===== src/hdl/btq_pkg.sv =====
// ----------------------------------------------------------------------------
// btq_pkg
// Shared types and constants of the bulk ticket queue: field widths, the
// operation and result kind codes, and the controller/datapath buses.
// ----------------------------------------------------------------------------
package btq_pkg;

    localparam int QUEUE_DEPTH_DEF = 16;

    localparam int OP_W     = 2;
    localparam int COUNT_W  = 8;
    localparam int KIND_W   = 2;
    localparam int LEVEL_W  = 5;
    localparam int TICKET_W = 32;

    typedef enum logic [OP_W-1:0] {
        OP_PUSH   = 2'd0,
        OP_POP    = 2'd1,
        OP_REPORT = 2'd2
    } op_t;

    typedef enum logic [KIND_W-1:0] {
        KIND_PUSH   = 2'd0,
        KIND_POP    = 2'd1,
        KIND_REPORT = 2'd2
    } kind_t;

    typedef struct packed {
        logic accept;
        logic push_write;
        logic push_finish;
        logic pop_apply;
        logic rpt_first;
        logic rpt_next;
        logic rpt_empty;
    } btq_cmd_t;

    typedef struct packed {
        logic rem_zero;
        logic full;
        logic fill_zero;
        logic rpt_last;
        logic out_free;
    } btq_status_t;

endpackage


===== src/hdl/btq_req_if.sv =====
// ----------------------------------------------------------------------------
// btq_req_if
// Request channel of the bulk ticket queue: an operation and a count.
// ----------------------------------------------------------------------------
interface btq_req_if import btq_pkg::*; ();

    logic               valid;
    logic               ready;
    logic [OP_W-1:0]    operation;
    logic [COUNT_W-1:0] count;

    modport source (output valid, output operation, output count, input ready);
    modport sink   (input valid, input operation, input count, output ready);

endinterface


===== src/hdl/btq_res_if.sv =====
// ----------------------------------------------------------------------------
// btq_res_if
// Result channel of the bulk ticket queue: status and report entries.
// ----------------------------------------------------------------------------
interface btq_res_if import btq_pkg::*; ();

    logic                valid;
    logic                ready;
    logic [KIND_W-1:0]   kind;
    logic                error;
    logic [LEVEL_W-1:0]  level;
    logic [TICKET_W-1:0] ticket;
    logic                last;

    modport source (output valid, output kind, output error, output level,
                    output ticket, output last, input ready);
    modport sink   (input valid, input kind, input error, input level,
                    input ticket, input last, output ready);

endinterface


===== src/hdl/bulk_ticket_queue.sv =====
// One request is taken at a time. A push writes the tickets that fit through the single write
// port of the ticket store, one ticket per cycle, and then gives its status; a pop gives its
// status; a report gives one entry per stored ticket, read through the single read port, or
// one empty entry. An untaken result stalls the push status, the pop and each report entry.
// Reset: head, fill level and ticket counter clear at once.
// ----------------------------------------------------------------------------
// bulk_ticket_queue
// Bounded FIFO of ticket numbers with bulk push, bulk pop and level report,
// built from a controller and a ring-buffer datapath.
// ----------------------------------------------------------------------------
module bulk_ticket_queue import btq_pkg::*;
#(
    parameter int QUEUE_DEPTH = QUEUE_DEPTH_DEF
)
(
    input  logic       clk,
    input  logic       rst_n,
    btq_req_if.sink    request,
    btq_res_if.source  result
);

    btq_cmd_t    cmd;
    btq_status_t status;

    btq_ctrl u_ctrl
    (
        .clk       (clk),
        .rst_n     (rst_n),
        .req_valid (request.valid),
        .req_op    (request.operation),
        .req_ready (request.ready),
        .status    (status),
        .cmd       (cmd)
    );

    btq_dp #(
        .QUEUE_DEPTH (QUEUE_DEPTH)
    ) u_dp
    (
        .clk       (clk),
        .rst_n     (rst_n),
        .cmd       (cmd),
        .status    (status),
        .req_count (request.count),
        .result    (result)
    );

endmodule


===== src/hdl/btq_ctrl.sv =====
// ----------------------------------------------------------------------------
// btq_ctrl
// Controller of the bulk ticket queue. Sequences one request at a time and
// drives the datapath through the command bus.
// ----------------------------------------------------------------------------
module btq_ctrl import btq_pkg::*;
(
    input  logic                clk,
    input  logic                rst_n,
    input  logic                req_valid,
    input  logic [OP_W-1:0]     req_op,
    output logic                req_ready,
    input  btq_status_t         status,
    output btq_cmd_t            cmd
);

    typedef enum logic [2:0] {
        S_IDLE,
        S_PUSH,
        S_POP,
        S_RPT_START,
        S_RPT_EMIT
    } state_t;

    state_t state_reg;
    state_t state_next;

    assign req_ready = (state_reg == S_IDLE);

    always_comb
    begin
        state_next = state_reg;
        cmd        = '0;
        unique case (state_reg)
            S_IDLE:
            begin
                if (req_valid)
                begin
                    cmd.accept = 1'b1;
                    unique case (req_op)
                        OP_PUSH:   state_next = S_PUSH;
                        OP_POP:    state_next = S_POP;
                        OP_REPORT: state_next = S_RPT_START;
                        default:   state_next = S_IDLE;
                    endcase
                end
            end
            S_PUSH:
            begin
                if (status.rem_zero || status.full)
                begin
                    if (status.out_free)
                    begin
                        cmd.push_finish = 1'b1;
                        state_next      = S_IDLE;
                    end
                end
                else
                begin
                    cmd.push_write = 1'b1;
                end
            end
            S_POP:
            begin
                if (status.out_free)
                begin
                    cmd.pop_apply = 1'b1;
                    state_next    = S_IDLE;
                end
            end
            S_RPT_START:
            begin
                if (status.fill_zero)
                begin
                    if (status.out_free)
                    begin
                        cmd.rpt_empty = 1'b1;
                        state_next    = S_IDLE;
                    end
                end
                else
                begin
                    cmd.rpt_first = 1'b1;
                    state_next    = S_RPT_EMIT;
                end
            end
            S_RPT_EMIT:
            begin
                if (status.out_free)
                begin
                    cmd.rpt_next = 1'b1;
                    if (status.rpt_last)
                    begin
                        state_next = S_IDLE;
                    end
                end
            end
            default:
            begin
                state_next = S_IDLE;
            end
        endcase
    end

    always_ff @(posedge clk or negedge rst_n)
    begin
        if (!rst_n)
        begin
            state_reg <= S_IDLE;
        end
        else
        begin
            state_reg <= state_next;
        end
    end

    // A ticket is written only while there is room and tickets remain.
    assert property (@(posedge clk) disable iff (!rst_n)
        cmd.push_write |-> (!status.full && !status.rem_zero))
        else $error("push write issued with a full queue or no tickets left");

    // A result is produced only when the output register can take it.
    assert property (@(posedge clk) disable iff (!rst_n)
        (cmd.push_finish || cmd.pop_apply || cmd.rpt_empty || cmd.rpt_next)
        |-> status.out_free)
        else $error("result produced while the output register is occupied");

    // The final report entry returns the controller to idle.
    assert property (@(posedge clk) disable iff (!rst_n)
        (cmd.rpt_next && status.rpt_last) |=> req_ready)
        else $error("controller not idle after the final report entry");

endmodule


===== src/hdl/btq_dp.sv =====
// ----------------------------------------------------------------------------
// btq_dp
// Datapath of the bulk ticket queue: the ticket ring store, head and tail
// pointers, fill level, ticket counter, report read pointer and the output
// register of the result channel.
// ----------------------------------------------------------------------------
module btq_dp import btq_pkg::*;
#(
    parameter int QUEUE_DEPTH = QUEUE_DEPTH_DEF
)
(
    input  logic               clk,
    input  logic               rst_n,
    input  btq_cmd_t           cmd,
    output btq_status_t        status,
    input  logic [COUNT_W-1:0] req_count,
    btq_res_if.source          result
);

    localparam int PW = $clog2(QUEUE_DEPTH);
    localparam int FW = $clog2(QUEUE_DEPTH + 1);
    localparam int CW = (FW > COUNT_W) ? FW : COUNT_W;
    localparam int SW = $clog2(2 * QUEUE_DEPTH);
    localparam logic [PW-1:0] PTR_MAX = PW'(QUEUE_DEPTH - 1);
    localparam logic [FW-1:0] FILL_MAX = FW'(QUEUE_DEPTH);
    localparam logic [SW-1:0] DEPTH_S = SW'(QUEUE_DEPTH);

    logic [TICKET_W-1:0] store [QUEUE_DEPTH];

    logic [PW-1:0]       head_reg;
    logic [PW-1:0]       tail_reg;
    logic [FW-1:0]       fill_reg;
    logic [TICKET_W-1:0] next_ticket_reg;
    logic [COUNT_W-1:0]  rem_reg;
    logic [PW-1:0]       rd_ptr_reg;
    logic [FW-1:0]       idx_reg;
    logic [TICKET_W-1:0] rd_data_reg;

    logic                out_valid_reg;
    logic [KIND_W-1:0]   out_kind_reg;
    logic                out_error_reg;
    logic [LEVEL_W-1:0]  out_level_reg;
    logic [TICKET_W-1:0] out_ticket_reg;
    logic                out_last_reg;

    logic                underflow;
    logic [SW-1:0]       pop_sum;
    logic [PW-1:0]       pop_head;
    logic [FW-1:0]       pop_fill;
    logic                push_err;
    logic                rd_en;
    logic [PW-1:0]       rd_addr;
    logic [SW-1:0]       tail_sum;
    logic [PW-1:0]       tail_expect;

    function automatic logic [PW-1:0] ptr_inc(input logic [PW-1:0] ptr);
        logic [PW-1:0] res;
        if (ptr == PTR_MAX)
        begin
            res = '0;
        end
        else
        begin
            res = ptr + 1'b1;
        end
        return res;
    endfunction

    assign status.rem_zero  = (rem_reg == '0);
    assign status.full      = (fill_reg == FILL_MAX);
    assign status.fill_zero = (fill_reg == '0);
    assign status.rpt_last  = (idx_reg == fill_reg);
    assign status.out_free  = !out_valid_reg || result.ready;

    assign push_err  = status.full && !status.rem_zero;
    assign underflow = (CW'(fill_reg) < CW'(rem_reg));

    always_comb
    begin
        pop_sum = SW'(head_reg) + SW'(rem_reg);
        if (pop_sum >= DEPTH_S)
        begin
            pop_sum = pop_sum - DEPTH_S;
        end
        pop_head = PW'(pop_sum);
        pop_fill = fill_reg - FW'(rem_reg);
    end

    always_comb
    begin
        rd_en   = 1'b0;
        rd_addr = rd_ptr_reg;
        if (cmd.rpt_first)
        begin
            rd_en   = 1'b1;
            rd_addr = head_reg;
        end
        else if (cmd.rpt_next && !status.rpt_last)
        begin
            rd_en = 1'b1;
        end
    end

    always_ff @(posedge clk)
    begin
        if (cmd.push_write)
        begin
            store[tail_reg] <= next_ticket_reg + 1'b1;
        end
    end

    always_ff @(posedge clk)
    begin
        if (rd_en)
        begin
            rd_data_reg <= store[rd_addr];
        end
    end

    always_ff @(posedge clk or negedge rst_n)
    begin
        if (!rst_n)
        begin
            head_reg        <= '0;
            tail_reg        <= '0;
            fill_reg        <= '0;
            next_ticket_reg <= '0;
            rem_reg         <= '0;
            rd_ptr_reg      <= '0;
            idx_reg         <= '0;
        end
        else
        begin
            if (cmd.accept)
            begin
                rem_reg <= req_count;
            end
            if (cmd.push_write)
            begin
                next_ticket_reg <= next_ticket_reg + 1'b1;
                tail_reg        <= ptr_inc(tail_reg);
                fill_reg        <= fill_reg + 1'b1;
                rem_reg         <= rem_reg - 1'b1;
            end
            if (cmd.push_finish)
            begin
                next_ticket_reg <= next_ticket_reg + TICKET_W'(rem_reg);
            end
            if (cmd.pop_apply)
            begin
                if (underflow)
                begin
                    head_reg <= '0;
                    tail_reg <= '0;
                    fill_reg <= '0;
                end
                else
                begin
                    head_reg <= pop_head;
                    fill_reg <= pop_fill;
                end
            end
            if (cmd.rpt_first)
            begin
                rd_ptr_reg <= ptr_inc(head_reg);
                idx_reg    <= FW'(1);
            end
            else if (cmd.rpt_next && !status.rpt_last)
            begin
                rd_ptr_reg <= ptr_inc(rd_ptr_reg);
                idx_reg    <= idx_reg + 1'b1;
            end
        end
    end

    always_ff @(posedge clk or negedge rst_n)
    begin
        if (!rst_n)
        begin
            out_valid_reg <= 1'b0;
        end
        else if (cmd.push_finish || cmd.pop_apply || cmd.rpt_empty || cmd.rpt_next)
        begin
            out_valid_reg <= 1'b1;
        end
        else if (result.ready)
        begin
            out_valid_reg <= 1'b0;
        end
    end

    always_ff @(posedge clk)
    begin
        if (cmd.push_finish)
        begin
            out_kind_reg   <= KIND_PUSH;
            out_error_reg  <= push_err;
            out_level_reg  <= LEVEL_W'(fill_reg);
            out_ticket_reg <= '0;
            out_last_reg   <= 1'b1;
        end
        else if (cmd.pop_apply)
        begin
            out_kind_reg   <= KIND_POP;
            out_error_reg  <= underflow;
            out_level_reg  <= underflow ? '0 : LEVEL_W'(pop_fill);
            out_ticket_reg <= '0;
            out_last_reg   <= 1'b1;
        end
        else if (cmd.rpt_empty)
        begin
            out_kind_reg   <= KIND_REPORT;
            out_error_reg  <= 1'b0;
            out_level_reg  <= '0;
            out_ticket_reg <= '0;
            out_last_reg   <= 1'b1;
        end
        else if (cmd.rpt_next)
        begin
            out_kind_reg   <= KIND_REPORT;
            out_error_reg  <= 1'b0;
            out_level_reg  <= LEVEL_W'(fill_reg);
            out_ticket_reg <= rd_data_reg;
            out_last_reg   <= status.rpt_last;
        end
    end

    assign result.valid  = out_valid_reg;
    assign result.kind   = out_kind_reg;
    assign result.error  = out_error_reg;
    assign result.level  = out_level_reg;
    assign result.ticket = out_ticket_reg;
    assign result.last   = out_last_reg;

    always_comb
    begin
        tail_sum = SW'(head_reg) + SW'(fill_reg);
        if (tail_sum >= DEPTH_S)
        begin
            tail_sum = tail_sum - DEPTH_S;
        end
        tail_expect = PW'(tail_sum);
    end

    // The fill level never exceeds the depth of the ring.
    assert property (@(posedge clk) disable iff (!rst_n)
        fill_reg <= FILL_MAX)
        else $error("fill level beyond queue depth");

    // The tail always sits the fill level past the head, around the ring.
    assert property (@(posedge clk) disable iff (!rst_n)
        tail_reg == tail_expect)
        else $error("tail pointer out of step with head and fill level");

    // Each stored ticket advances the running counter by exactly one.
    assert property (@(posedge clk) disable iff (!rst_n)
        cmd.push_write |=> (next_ticket_reg == $past(next_ticket_reg) + 1'b1))
        else $error("ticket counter did not advance on a write");

endmodule

===== src/flat_wrapper.sv =====
// flat-port wrapper written by rule: the top's interface ports become plain ports
module bulk_ticket_queue_flat import btq_pkg::*;
#(
    parameter int QUEUE_DEPTH = QUEUE_DEPTH_DEF
)
  (clk, rst_n, request_valid, request_operation, request_count, request_ready, result_valid, result_kind, result_error, result_level, result_ticket, result_last, result_ready);
  btq_req_if request_i ();
  btq_res_if result_i ();
  input  logic clk;
  input  logic rst_n;
  input wire logic [$bits(request_i.valid)-1:0] request_valid;
  input wire logic [$bits(request_i.operation)-1:0] request_operation;
  input wire logic [$bits(request_i.count)-1:0] request_count;
  output wire logic [$bits(request_i.ready)-1:0] request_ready;
  output wire logic [$bits(result_i.valid)-1:0] result_valid;
  output wire logic [$bits(result_i.kind)-1:0] result_kind;
  output wire logic [$bits(result_i.error)-1:0] result_error;
  output wire logic [$bits(result_i.level)-1:0] result_level;
  output wire logic [$bits(result_i.ticket)-1:0] result_ticket;
  output wire logic [$bits(result_i.last)-1:0] result_last;
  input wire logic [$bits(result_i.ready)-1:0] result_ready;
  assign request_i.valid = request_valid;
  assign request_i.operation = request_operation;
  assign request_i.count = request_count;
  assign request_ready = request_i.ready;
  assign result_valid = result_i.valid;
  assign result_kind = result_i.kind;
  assign result_error = result_i.error;
  assign result_level = result_i.level;
  assign result_ticket = result_i.ticket;
  assign result_last = result_i.last;
  assign result_i.ready = result_ready;
  bulk_ticket_queue #(.QUEUE_DEPTH(QUEUE_DEPTH)) u_core (.clk(clk), .rst_n(rst_n), .request(request_i), .result(result_i));
endmodule

===== config.mk =====
export PLATFORM = sky130hd
export DESIGN_NAME = bulk_ticket_queue_flat
export DESIGN_NICKNAME = d
export VERILOG_FILES = /design/src/hdl/btq_pkg.sv /design/src/hdl/btq_req_if.sv /design/src/hdl/btq_res_if.sv /design/src/hdl/bulk_ticket_queue.sv /design/src/hdl/btq_ctrl.sv /design/src/hdl/btq_dp.sv /design/src/flat_wrapper.sv
export SDC_FILE = /design/constraint.sdc
export NUM_CORES = 1
export LEC_CHECK = 0
export BUFFER_PORTS_ARGS = -buffer_cell sky130_fd_sc_hd__clkbuf_2
export CORE_MARGIN = 3
export CORE_UTILIZATION = 24
export CTS_CLUSTER_DIAMETER = 150
export DETAILED_ROUTE_END_ITERATION = 8
export MAX_ROUTING_LAYER = met4
export PLACE_DENSITY = 0.36
export SLEW_MARGIN = 20
export SYNTH_ARGS = -nofsm -noshare
export SYNTH_HDL_FRONTEND = slang
export SYNTH_SLANG_ARGS = --single-unit

===== constraint.sdc =====
create_clock -name clk -period 7.4 [get_ports clk]
set_input_delay 0.74 -clock clk [delete_from_list [all_inputs] [get_ports clk]]
set_output_delay 0.74 -clock clk [all_outputs]
set_load 0.005 [all_outputs]

==> impl_results.md, run 1 <==
- Tcrit/Tclk final: 57.5%
- WL final: between 70000 and 80000 um
- Pwr dens: around 380 nW/um2
- DP HPWL: 44100 um
- Port buffer count: 56
- Final WS setup: 3.14 ns
- Longest Clk Path Bufs: 3
- Final ANT Viol Nets: 0
- Yosys warnings: 0
- Dpl cell area: 29100 um2
- Unrepaired setup endpoints after global routing: no
- Worst Tran Pin Value: 1.08 ns
- Crit path kind: reg -> reg
- Io pins: 57
- H-tree depth: 3
- FF-to-FF End: u_core.u_dp.rd_data_reg[16]$_DFFE_PP_
- Setup TNS: 0 ns
- Final std cells w/o fill: 3414
- Hold EP: u_core.u_dp.rem_reg[3]$_DFFE_PN0P_
- Main synth FF type: edfxtp_1
- Flop2flop setup slack: around 3.1 ns
- FP Rows: 121
- Max-cap violations: 0
- Peak supply drop: 0.240 mV
- Placer Congestion: 0.763
- #FFs+latches synth: 651
- CTS tree: yes
- Number of filler instances in the final layout: about 11000
- Netlist cell types: 68
- Sequential cell area fraction in the yosys report: 70.6%
- Die height: between 300 and 400 um
- Run status: complete, no violations
- DR pass1 iterations: 4
- HP Class: in -> reg
- # setup viols final: 0
- Post-Syn Nets: roughly 1800
- Design Area, Final: 31700 um2
- Static leakage: roughly 11 nW
- Max reg flops: ~510
- Number of enable flip-flop cells after synthesis: 550
- Die width: about 340 um
- Average wire per cell in the routed design: around 23 um
- Total number of vias: 15200
- Critical Path AT: approximately 4.6 ns
- Clock transition at the registers of the reported paths: 0.06 ns
- Fin nets: approximately 1900
- Setup Skew: 0.0247 ns
- Hold path start: request_count[3]
- Syn Inst Count: between 1500 and 2000
- Dpl ws: 3.17 ns
- GRT Residual Overflow: 0
- Hold Path Stages: 3
- Share of cells above drive strength 1: about 15%
- Count of final hold-check violations: 0
- CTS buffer count: 79
- Placed Cells: 3266
- Via density: roughly 4.5
- Full die area: about 120000 um2
- CP max FO: about 120
- Fmax: 235 MHz
- Vias in the first global route: ~16000
- Post-CTS setup buffer count: 0
- Mean Syn Cell Area: about 15 um2
- P&R area growth vs syn: 18.5%
- GRT Total Usage: 14.1%
- Clk_lat worst skew: 0.62 ns
- CP Capture Type: flop
- Reg2reg start: u_core.u_dp.fill_reg[1]$_DFFE_PN0P_
- Final slew viol count: 0
- Reg2reg path depth: 9
- Worst EP required: 7.74 ns
- Worst setup SP type: flop
- Root Driver: clkbuf_16
- Multi-input gate area: approximately 7600 um2
- Max-slew headroom: 28.3%
- Register area: 18900 um2
- Fin crit period: 4.26 ns
- Mapped cell area: 26700 um2
- DR DRC count: 0
- Final core occ: ~29%
- Drt first-iter violations: 888
- Initial antenna violation count: 1
- Largest net degree at the start of global routing: 120
- First-pass GRT wire length: around 110000 um
- Synth async-reset ratio: 10.1%
- Starting density of the core: 24.4%
- Post_cts resized: 0
- Clock sinks: 651
- Core area: around 110000 um2
- Top reg by flops: u_core.u_dp.store
[cells in the final DEF, fill, tap and decap left out, types with 13 or more instances in the layout]
master and instances:
clkbuf_1 18, edfxtp_1 550, nor2_4 13, nand4_1 17, o21ai_0 24, inv_1 22, nand3_1 33, o22ai_1 130
nor2_1 44, xor2_1 20, dfrtp_1 66, clkbuf_16 84, xnor2_1 46, clkbuf_2 55, nor3_1 13, a21oi_1 54
nand2_1 148, dfxtp_1 35, ha_1 31, or4_1 34, mux2i_1 259, buf_4 57
[worst max-delay path by stage]
stage,start,end,slack (ns),cells after the start
after floorplan,u_core.u_ctrl.state_reg[0]$_DFFE_PN0P_,u_core.u_dp.store[0][0]$_DFFE_PP_,2.79,7
after global placement,u_core.u_dp.fill_reg[1]$_DFFE_PN0P_,u_core.u_dp.rd_data_reg[16]$_DFFE_PP_,3.16,9
after detailed placement,u_core.u_dp.fill_reg[1]$_DFFE_PN0P_,u_core.u_dp.rd_data_reg[16]$_DFFE_PP_,3.17,9
after CTS,u_core.u_dp.fill_reg[1]$_DFFE_PN0P_,u_core.u_dp.rd_data_reg[16]$_DFFE_PP_,3.13,9
after global routing,u_core.u_dp.fill_reg[1]$_DFFE_PN0P_,u_core.u_dp.rd_data_reg[16]$_DFFE_PP_,2.98,9
final,u_core.u_dp.fill_reg[1]$_DFFE_PN0P_,u_core.u_dp.rd_data_reg[16]$_DFFE_PP_,3.14,9
[report_power, final]
group,switching [mW],internal [mW]
registers,0.314,4.65
logic,2.17,1.23
clock network,1.51,2.26
[cell type report]
type,instances,share of cell area (%)
clock inverter,36,0.861
multi-input combinational,1003,23.9
clock buffer,110,7.19
inverter,22,0.261
tap,1476,5.83
sequential,651,59.5
antenna,1,0.00790
timing repair buffer,115,2.38
[Yosys cell counts, types with 10 or more instances]
cell | number | area share, %
mux2i_1 | 259 | 9.7
a21oi_1 | 54 | 1.0
o22ai_1 | 130 | 3.0
dfrtp_1 | 66 | 6.2
nor3_1 | 17 | 0.32
xnor2_1 | 55 | 1.8
or4_1 | 34 | 0.95
buf_2 | 10 | 0.19
edfxtp_1 | 550 | 62
buf_4 | 28 | 0.79
dfxtp_1 | 35 | 2.6
a21o_1 | 12 | 0.34
nand4_1 | 17 | 0.40
nor2_1 | 57 | 0.80
xor2_1 | 23 | 0.75
inv_1 | 22 | 0.31
clkbuf_1 | 44 | 0.62
nand2_1 | 150 | 2.1
nand3_1 | 33 | 0.62
ha_1 | 31 | 1.5
o21ai_0 | 24 | 0.45
[cells by family after synthesis]
logic type / share of synthesized area, %
DFF: 70.6
and+or+nand+nor: 6.49
AOI/OAI and AO/OA: 6.77
muxes: 9.75
buffers and inverters: 2.21
xor gates and xnor gates: 2.55
adders and majority gates: 1.67
[worst max-delay path, cell delays in order (launching register included)]
cell and delay (ns):
dfrtp_1 0.48, inv_1 0.12, ha_1 0.16, or4b_4 0.50, and3_4 0.29, mux2i_4 0.51
buf_12 0.60, mux2i_1 0.34, o22ai_1 0.14, or4_1 0.51
[stage by stage]
step	hold slack [ns]	total power [mW]
2_1_floorplan	0.444	7.21
3_3_place_gp	0.446	8.50
3_5_place_dp	0.448	8.53
4_1_cts	0.297	12.4
5_1_grt	0.338	12.8
6_report	0.359	12.1
[layer usage]
metal | global-route usage (%) | share of wire, % | wire length (um)
met5 | - | 0 | 0
met4 | 4.19 | 2.3 | 1820
met2 | 23.2 | 49 | 39200
met3 | 1.88 | 3.2 | 2550
met1 | 18.1 | 45 | 36100
[what timing repair did]
| action | 4_1_cts | 5_1_grt |
|---|---|---|
| hold buffers | 1 | 0 |
| hold endpoints to repair | 8 | 0 |
| endpoints found under the setup margin | 0 | 0 |
No activity file was read; power rests on OpenSTA's default activity.
==> run 2: changes to the inputs <==
- clock period: 7.4 -> 4 ns (I/O delays scaled with it)
==> run 2 against run 1 <==
First-iteration DRC count up 11%. Die area unchanged. Sequential share of layout area down 1.5 points. Via count up 2.0%. Final cell count up 1.1%. Non-clock buffer count up 37. Clock power up 93%. Combinational power up 96%. Wire length down 0.38%. Global-route usage down 0.094 points. Final area up 2.5%.
==> impl_results.md, run 2 (synthesis results as in run 1) <==
- Fmax: 278 MHz (+18%)
- Vias in the first global route: 16000 (+2.6%)
- Commonest non-fill, non-tap cell in the layout: edfxtp_1
- Die height: 340 um (unchanged)
- Longest Clk Path Bufs: 3 (unchanged)
- Unrepaired setup endpoints after global routing: no
- Starting density of the core: 24.4% (unchanged)
- CTS buffer count: 79 (unchanged)
- Clock sinks: 651 (unchanged)
- Drt first-iter violations: 989 (+11%)
- GRT Total Usage: 14.0% (-0.094 points)
- Total number of vias: 15500 (+2.0%)
- FP Rows: 121 (unchanged)
- Setup Skew: 0.0336 ns (+0.00881 ns)
- Full die area: 115000 um2 (unchanged)
- Die width: 340 um (unchanged)
- CP max FO: 28 (-76%)
- Leading cell types in the layout, fill and taps excluded: edfxtp_1, mux2i_1, nand2_1, o22ai_1, clkbuf_16
- Crit path kind: reg -> reg
- Setup TNS: 0 ns (unchanged)
- Average wire per cell in the routed design: 23.0 um (-1.5%)
- Max-slew headroom: 32.7% (+4.4 points)
- Pwr dens: 712 nW/um2 (+86%)
- H-tree depth: 3 (unchanged)
- Final std cells w/o fill: 3451 (+1.1%)
- GRT Residual Overflow: 0 (unchanged)
- Number of filler instances in the final layout: 10900 (-0.68%)
- Hold path start: request_count[4]
- Final ANT Viol Nets: 0 (unchanged)
- Fin Hold WS: 0.0655 ns (-0.293 ns)
- Largest net degree at the start of global routing: 50 (-58%)
- DP HPWL: 44400 um (+0.73%)
- Tcrit/Tclk final: 90.1% (+33 points)
- Worst EP required: 4.34 ns (-3.40 ns)
- DR pass1 iterations: 5 (+1)
- Static leakage: 10.9 nW (+3.2%)
- Share of cells above drive strength 1: 15.7% (+1.1 points)
- Core area: 110000 um2 (unchanged)
- CP Capture Type: flop
- Io pins: 57 (unchanged)
- Worst setup SP type: flop
- Via density: 4.50 (+0.93%)
- Top cell by count, worst path: buf_12
- Max reg flops: 512 (unchanged)
- Count of final hold-check violations: 0 (unchanged)
- Critical Path AT: 3.95 ns (-0.64 ns)
- Fin crit period: 3.60 ns (-0.656 ns)
- Slowest-stage cell, CP: or4_1
- Crit. Startpoint: u_core.u_dp.fill_reg[1]$_DFFE_PN0P_
- Worst Tran Pin Value: 1.00 ns (-0.0729 ns)
- Peak supply drop: 0.347 mV (+45%)
- WL final: 79400 um (-0.38%)
- Placer Congestion: 0.730 (-4.3%)
- First-pass GRT wire length: 114000 um (-0.15%)
- Fin nets: 1957 (+1.9%)
- Root Driver: clkbuf_16
- Reg2reg start: u_core.u_dp.fill_reg[1]$_DFFE_PN0P_
- Worst-path cell chain: inv_1 -> ha_1 -> or4b_4 -> and3_4 -> mux2i_4 -> buf_12 -> buf_12 -> buf_12 -> mux2i_1 -> o22ai_1 -> or4_1
- Run status: complete, no violations
- Crit-path max cell delay: 0.55 ns (-0.05 ns)
- CTS tree: yes
- Top reg by flops: u_core.u_dp.store
- # setup viols final: 0 (unchanged)
- Port buffer count: 56 (unchanged)
- Clock transition at the registers of the reported paths: 0.06 ns (about the same)
- P&R area growth vs syn: 21.5%
- Clk_lat worst skew: 0.63 ns (about the same)
- HP Class: in -> reg
- DR DRC count: 0 (unchanged)
- Final slew viol count: 0 (unchanged)
- Placed Cells: 3298 (+0.98%)
- Initial antenna violation count: 1 (unchanged)
- Max-cap violations: 0 (unchanged)
-- run 2: cell type report --
cell class / instances / area [um2] / area share, %
Sequential cell: 651 / 18900 / 58.1
Multi-Input combinational cell: 1003 / 7550 / 23.2
Clock buffer: 109 / 2210 / 6.81
Tap cell: 1476 / 1850 / 5.68
Timing Repair Buffer: 152 / 1490 / 4.60
Clock inverter: 37 / 440 / 1.36
Inverter: 22 / 82.6 / 0.254
Antenna cell: 1 / 2.50 / 0.00770
-- run 2: per-layer routing --
layer	vias to the layer above	wire, um	GRT usage (%)
met1	7974	36700	18.4
li1	7132	-	-
met2	306	37900	22.5
met3	101	3060	2.08
met5	-	0	-
met4	0	1620	4.03
-- run 2: metrics by stage --
| step | setup slack (ns) | area [um2] | utilization, % | power (mW) |
|---|---|---|---|---|
| final | 0.398 | 32500 | 29.6 | 23.1 |
| after global routing | 0.187 | 32500 | 29.6 | 24.4 |
| after CTS | 0.365 | 32500 | 29.6 | 23.6 |
| after detailed placement | 0.388 | 29800 | 27.1 | 16.2 |
| after global placement | 0.449 | 29700 | 27.1 | 16.1 |
| after floorplan | 0.243 | 26800 | - | 13.3 |
-- run 2: worst paths after layout --
| kind | endpoint | slack [ns] | cells past startpoint |
|---|---|---|---|
| min in group asynchronous | u_core.u_dp.next_ticket_reg[24]$_DFFE_PN0P_ | 0.32 | 2 |
| setup reg to reg | u_core.u_dp.rd_data_reg[31]$_DFFE_PP_ | 0.40 | 11 |
| hold reg to reg | u_core.u_dp.result.ticket[6]$_SDFFE_PP0P_ | 0.45 | 2 |
| max in group asynchronous | u_core.u_dp.rd_ptr_reg[0]$_DFFE_PN0P_ | 2.79 | 3 |
| hold / removal | u_core.u_dp.rem_reg[4]$_DFFE_PN0P_ | 0.07 | 2 |
| setup / recovery | u_core.u_dp.rd_data_reg[31]$_DFFE_PP_ | 0.40 | 11 |
-- run 2: worst max-delay path: cells and delay by family, from the launching register on --
family          cells  cell delay [ns]
simple gates        3             1.33
compound gates      1             0.10
flops               1             0.48
fa+ha+maj           1             0.16
buf+inv             4             0.79
mux                 2             0.41
-- run 2: timing repair --
item                                   in CTS  in global routing
hold buffers                                6                  0
buffers inserted                            0                  0
endpoints found under the hold margin      44                  0
setup endpoints to repair                   0                  0
gates resized for setup                     0                  0
-- run 2: report_power, final --
part | total [mW] | switching [mW] | leakage, nW | internal, mW
registers | 9.17 | 0.582 | 5.95 | 8.59
logic | 6.68 | 4.07 | 3.70 | 2.61
clock network | 7.27 | 2.81 | 1.29 | 4.46
==> run 3: changes to the inputs <==
==> constraint.sdc (replaced) <==
create_clock -name clk -period 4.3 [get_ports clk]
set_input_delay 0.215 -clock clk [delete_from_list [all_inputs] [get_ports clk]]
set_output_delay 0.215 -clock clk [all_outputs]
set_load 0.005 [all_outputs]
==> run 3 against run 2 <==
Clock power is 8.5% lower. Combinational power down 9.3%. Final area fell by 1.1%. Hold slack worse by 0.0029 ns. Die area is the same. Critical path depth is 1 lower. Critical endpoint is now u_core.u_dp.rd_data_reg[27]$_DFFE_PP_.
==> impl_results.md, run 3 (synthesis results as in run 1) <==
- Run status: complete, no violations
- Clk_lat worst skew: 0.63 ns (about the same)
- Max-slew headroom: 32.7% (about the same)
- Fmax: 271 MHz (-2.2%)
- CTS buffer count: 79 (unchanged)
- Core area: 110000 um2 (unchanged)
- Unrepaired setup endpoints after global routing: no
- Crit-path max cell delay: 0.53 ns (-0.02 ns)
- Initial antenna violation count: 1 (unchanged)
- Crit path kind: reg -> reg
- Root Driver: clkbuf_16
- Longest Clk Path Bufs: 3 (unchanged)
- DR DRC count: 0 (unchanged)
- CP max FO: 68 (+140%)
- Via density: 4.47 (-0.55%)
- GR Util met2: 22.8% (+0.34 points)
- Pwr dens: 661 nW/um2 (-7.1%)
- Port buffer count: 56 (unchanged)
- Full die area: 115000 um2 (unchanged)
- Tcrit/Tclk final: 85.7% (-4.4 points)
- Worst-path cell chain: inv_1 -> ha_1 -> or4b_4 -> and3_4 -> mux2i_4 -> buf_12 -> buf_12 -> mux2i_1 -> o22ai_1 -> or4_1
- Multi-input gate area: 7530 um2 (-0.20%)
- Max reg flops: 512 (unchanged)
- Worst Path Buf+Inv: 3 (-1)
- DP HPWL: 47300 um (+6.6%)
- Setup TNS: 0 ns (unchanged)
- Top cell by count, worst path: buf_12
- Post_cts resized: 0 (unchanged)
- Setup Skew: 0.0224 ns (-0.0112 ns)
- Max-cap violations: 0 (unchanged)
- Final ANT Viol Nets: 0 (unchanged)
- Hold Buf Count CTS: 11 (+5)
- Worst EP required: 4.65 ns (+0.31 ns)
- Vias in the first global route: 15900 (-0.39%)
- Register area: 18900 um2 (unchanged)
- Clock transition at the registers of the reported paths: 0.06 ns (about the same)
- Fin crit period: 3.68 ns (+0.0818 ns)
- CTS tree: yes
- Top reg by flops: u_core.u_dp.store
- Met1 Use GR: 18.5% (+0.047 points)
- Die height: 340 um (unchanged)
- GRT Residual Overflow: 0 (unchanged)
- H-tree depth: 3 (unchanged)
- Static leakage: 10.8 nW (-1.1%)
- Hold path start: result_ready
- Met3 Usage GRT: 2.08% (unchanged)
- Worst Tran Pin Value: 1.00 ns (+0.00221 ns)
- Number of filler instances in the final layout: 11000 (+0.34%)
- Worst path top cell family by delay: simple AND/OR/NAND/NOR gates
- Fin Hold WS: 0.0626 ns (-0.00286 ns)
- Final slew viol count: 0 (unchanged)
- Critical Path AT: 4.04 ns (+0.09 ns)
- Drt first-iter violations: 987 (-0.20%)
- # setup viols final: 0 (unchanged)
- Leading cell types in the layout, fill and taps excluded: edfxtp_1, mux2i_1, nand2_1, o22ai_1, clkbuf_16
- Share of cells above drive strength 1: 15.3% (-0.41 points)
- Largest net degree at the start of global routing: 69 (+38%)
- First-pass GRT wire length: 115000 um (+0.84%)
- P&R area growth vs syn: 20.2%
- CP Capture Type: flop
- GRT Total Usage: 14.0% (about the same)
- Starting density of the core: 24.4% (unchanged)
- Post-CTS setup buffer count: 0 (unchanged)
- FP Rows: 121 (unchanged)
- Commonest non-fill, non-tap cell in the layout: edfxtp_1
- Placer Congestion: 0.741 (+1.5%)
- Clock sinks: 651 (unchanged)
- Fin nets: 1960 (+0.15%)
- DR pass1 iterations: 5 (unchanged)
- Die width: 340 um (unchanged)
- Worst setup SP type: flop
- Count of final hold-check violations: 0 (unchanged)
- Peak supply drop: 0.301 mV (-13%)
- Total number of vias: 15400 (-0.55%)
- Crit. Startpoint: u_core.u_dp.fill_reg[1]$_DFFE_PN0P_
- N_diodes: 0 (-1)
- GRT Max-Usage Layer: met2
- Io pins: 57 (unchanged)
- Average wire per cell in the routed design: 22.9 um (-0.35%)
- WL final: 79100 um (-0.35%)
- HP Class: in -> reg
- Slowest-stage cell, CP: or4_1
- Reg2reg start: u_core.u_dp.fill_reg[1]$_DFFE_PN0P_
==> run 3: cell count changes in the layout (fill, tap and decap cells not counted), sizes merged, moves of 2 or more <==
cell and change:
buf -2, clkbuf -13, clkinv +15, clkinvlp -3
dlygate4sd3 +5
==> run 3: layout make-up <==
class                      instances  area share [%]
inverter                          22           0.257
timing repair buffer             155            3.86
multi-input combinational       1003            23.4
tap                             1476            5.74
sequential                       651            58.7
clock inverter                    48            1.62
clock buffer                      96            6.41
==> run 3: final timing paths <==
kind	endpoint	slack (ns)	depth (start not counted)
max	u_core.u_dp.rd_data_reg[27]$_DFFE_PP_	0.62	10
min	u_core.u_ctrl.state_reg[2]$_DFFE_PN0P_	0.06	4
max reg2reg	u_core.u_dp.rd_data_reg[27]$_DFFE_PP_	0.62	10
min reg2reg	u_core.u_dp.result.ticket[9]$_SDFFE_PP0P_	0.45	2
max in group asynchronous	u_core.u_dp.idx_reg[1]$_DFFE_PN0P_	3.30	3
min in group asynchronous	u_core.u_dp.next_ticket_reg[21]$_DFFE_PN0P_	0.12	2
==> run 3: worst register-to-register path, stage by stage, from the launching register on <==
cell and delay (ns):
dfrtp_1 0.49, inv_1 0.13, ha_1 0.16, or4b_4 0.49, and3_4 0.28, mux2i_4 0.21
buf_12 0.20, buf_12 0.40, mux2i_1 0.40, o22ai_1 0.11, or4_1 0.53
==> run 3: through the flow <==
step           util (%)  power, mW  worst slack [ns]  instances  cell area [um2]
3_3_place_gp       26.8       14.9             0.638       3296            29400
4_1_cts            29.3       21.7             0.616       3451            32200
2_1_floorplan         -       12.4             0.543       1767            26800
5_1_grt            29.3       22.4             0.442       3451            32200
6_report           29.3       21.3             0.616       3451            32200
3_5_place_dp       26.8       14.9             0.617       3296            29500
==> run 3: layer usage <==
layer	up-vias	wire (um)	share of wire (%)
li1	7149	-	-
met1	7930	36800	47
met2	264	38200	48
met3	84	2820	3.6
met4	0	1290	1.6
met5	-	0	0
==> run 3: power breakdown <==
part / leakage [nW] / internal (mW) / switching [mW]
clock network: 1.27 / 3.97 / 2.68
registers: 5.95 / 7.99 / 0.551
logic: 3.60 / 2.27 / 3.78
total: 10.8 / 14.2 / 7.02
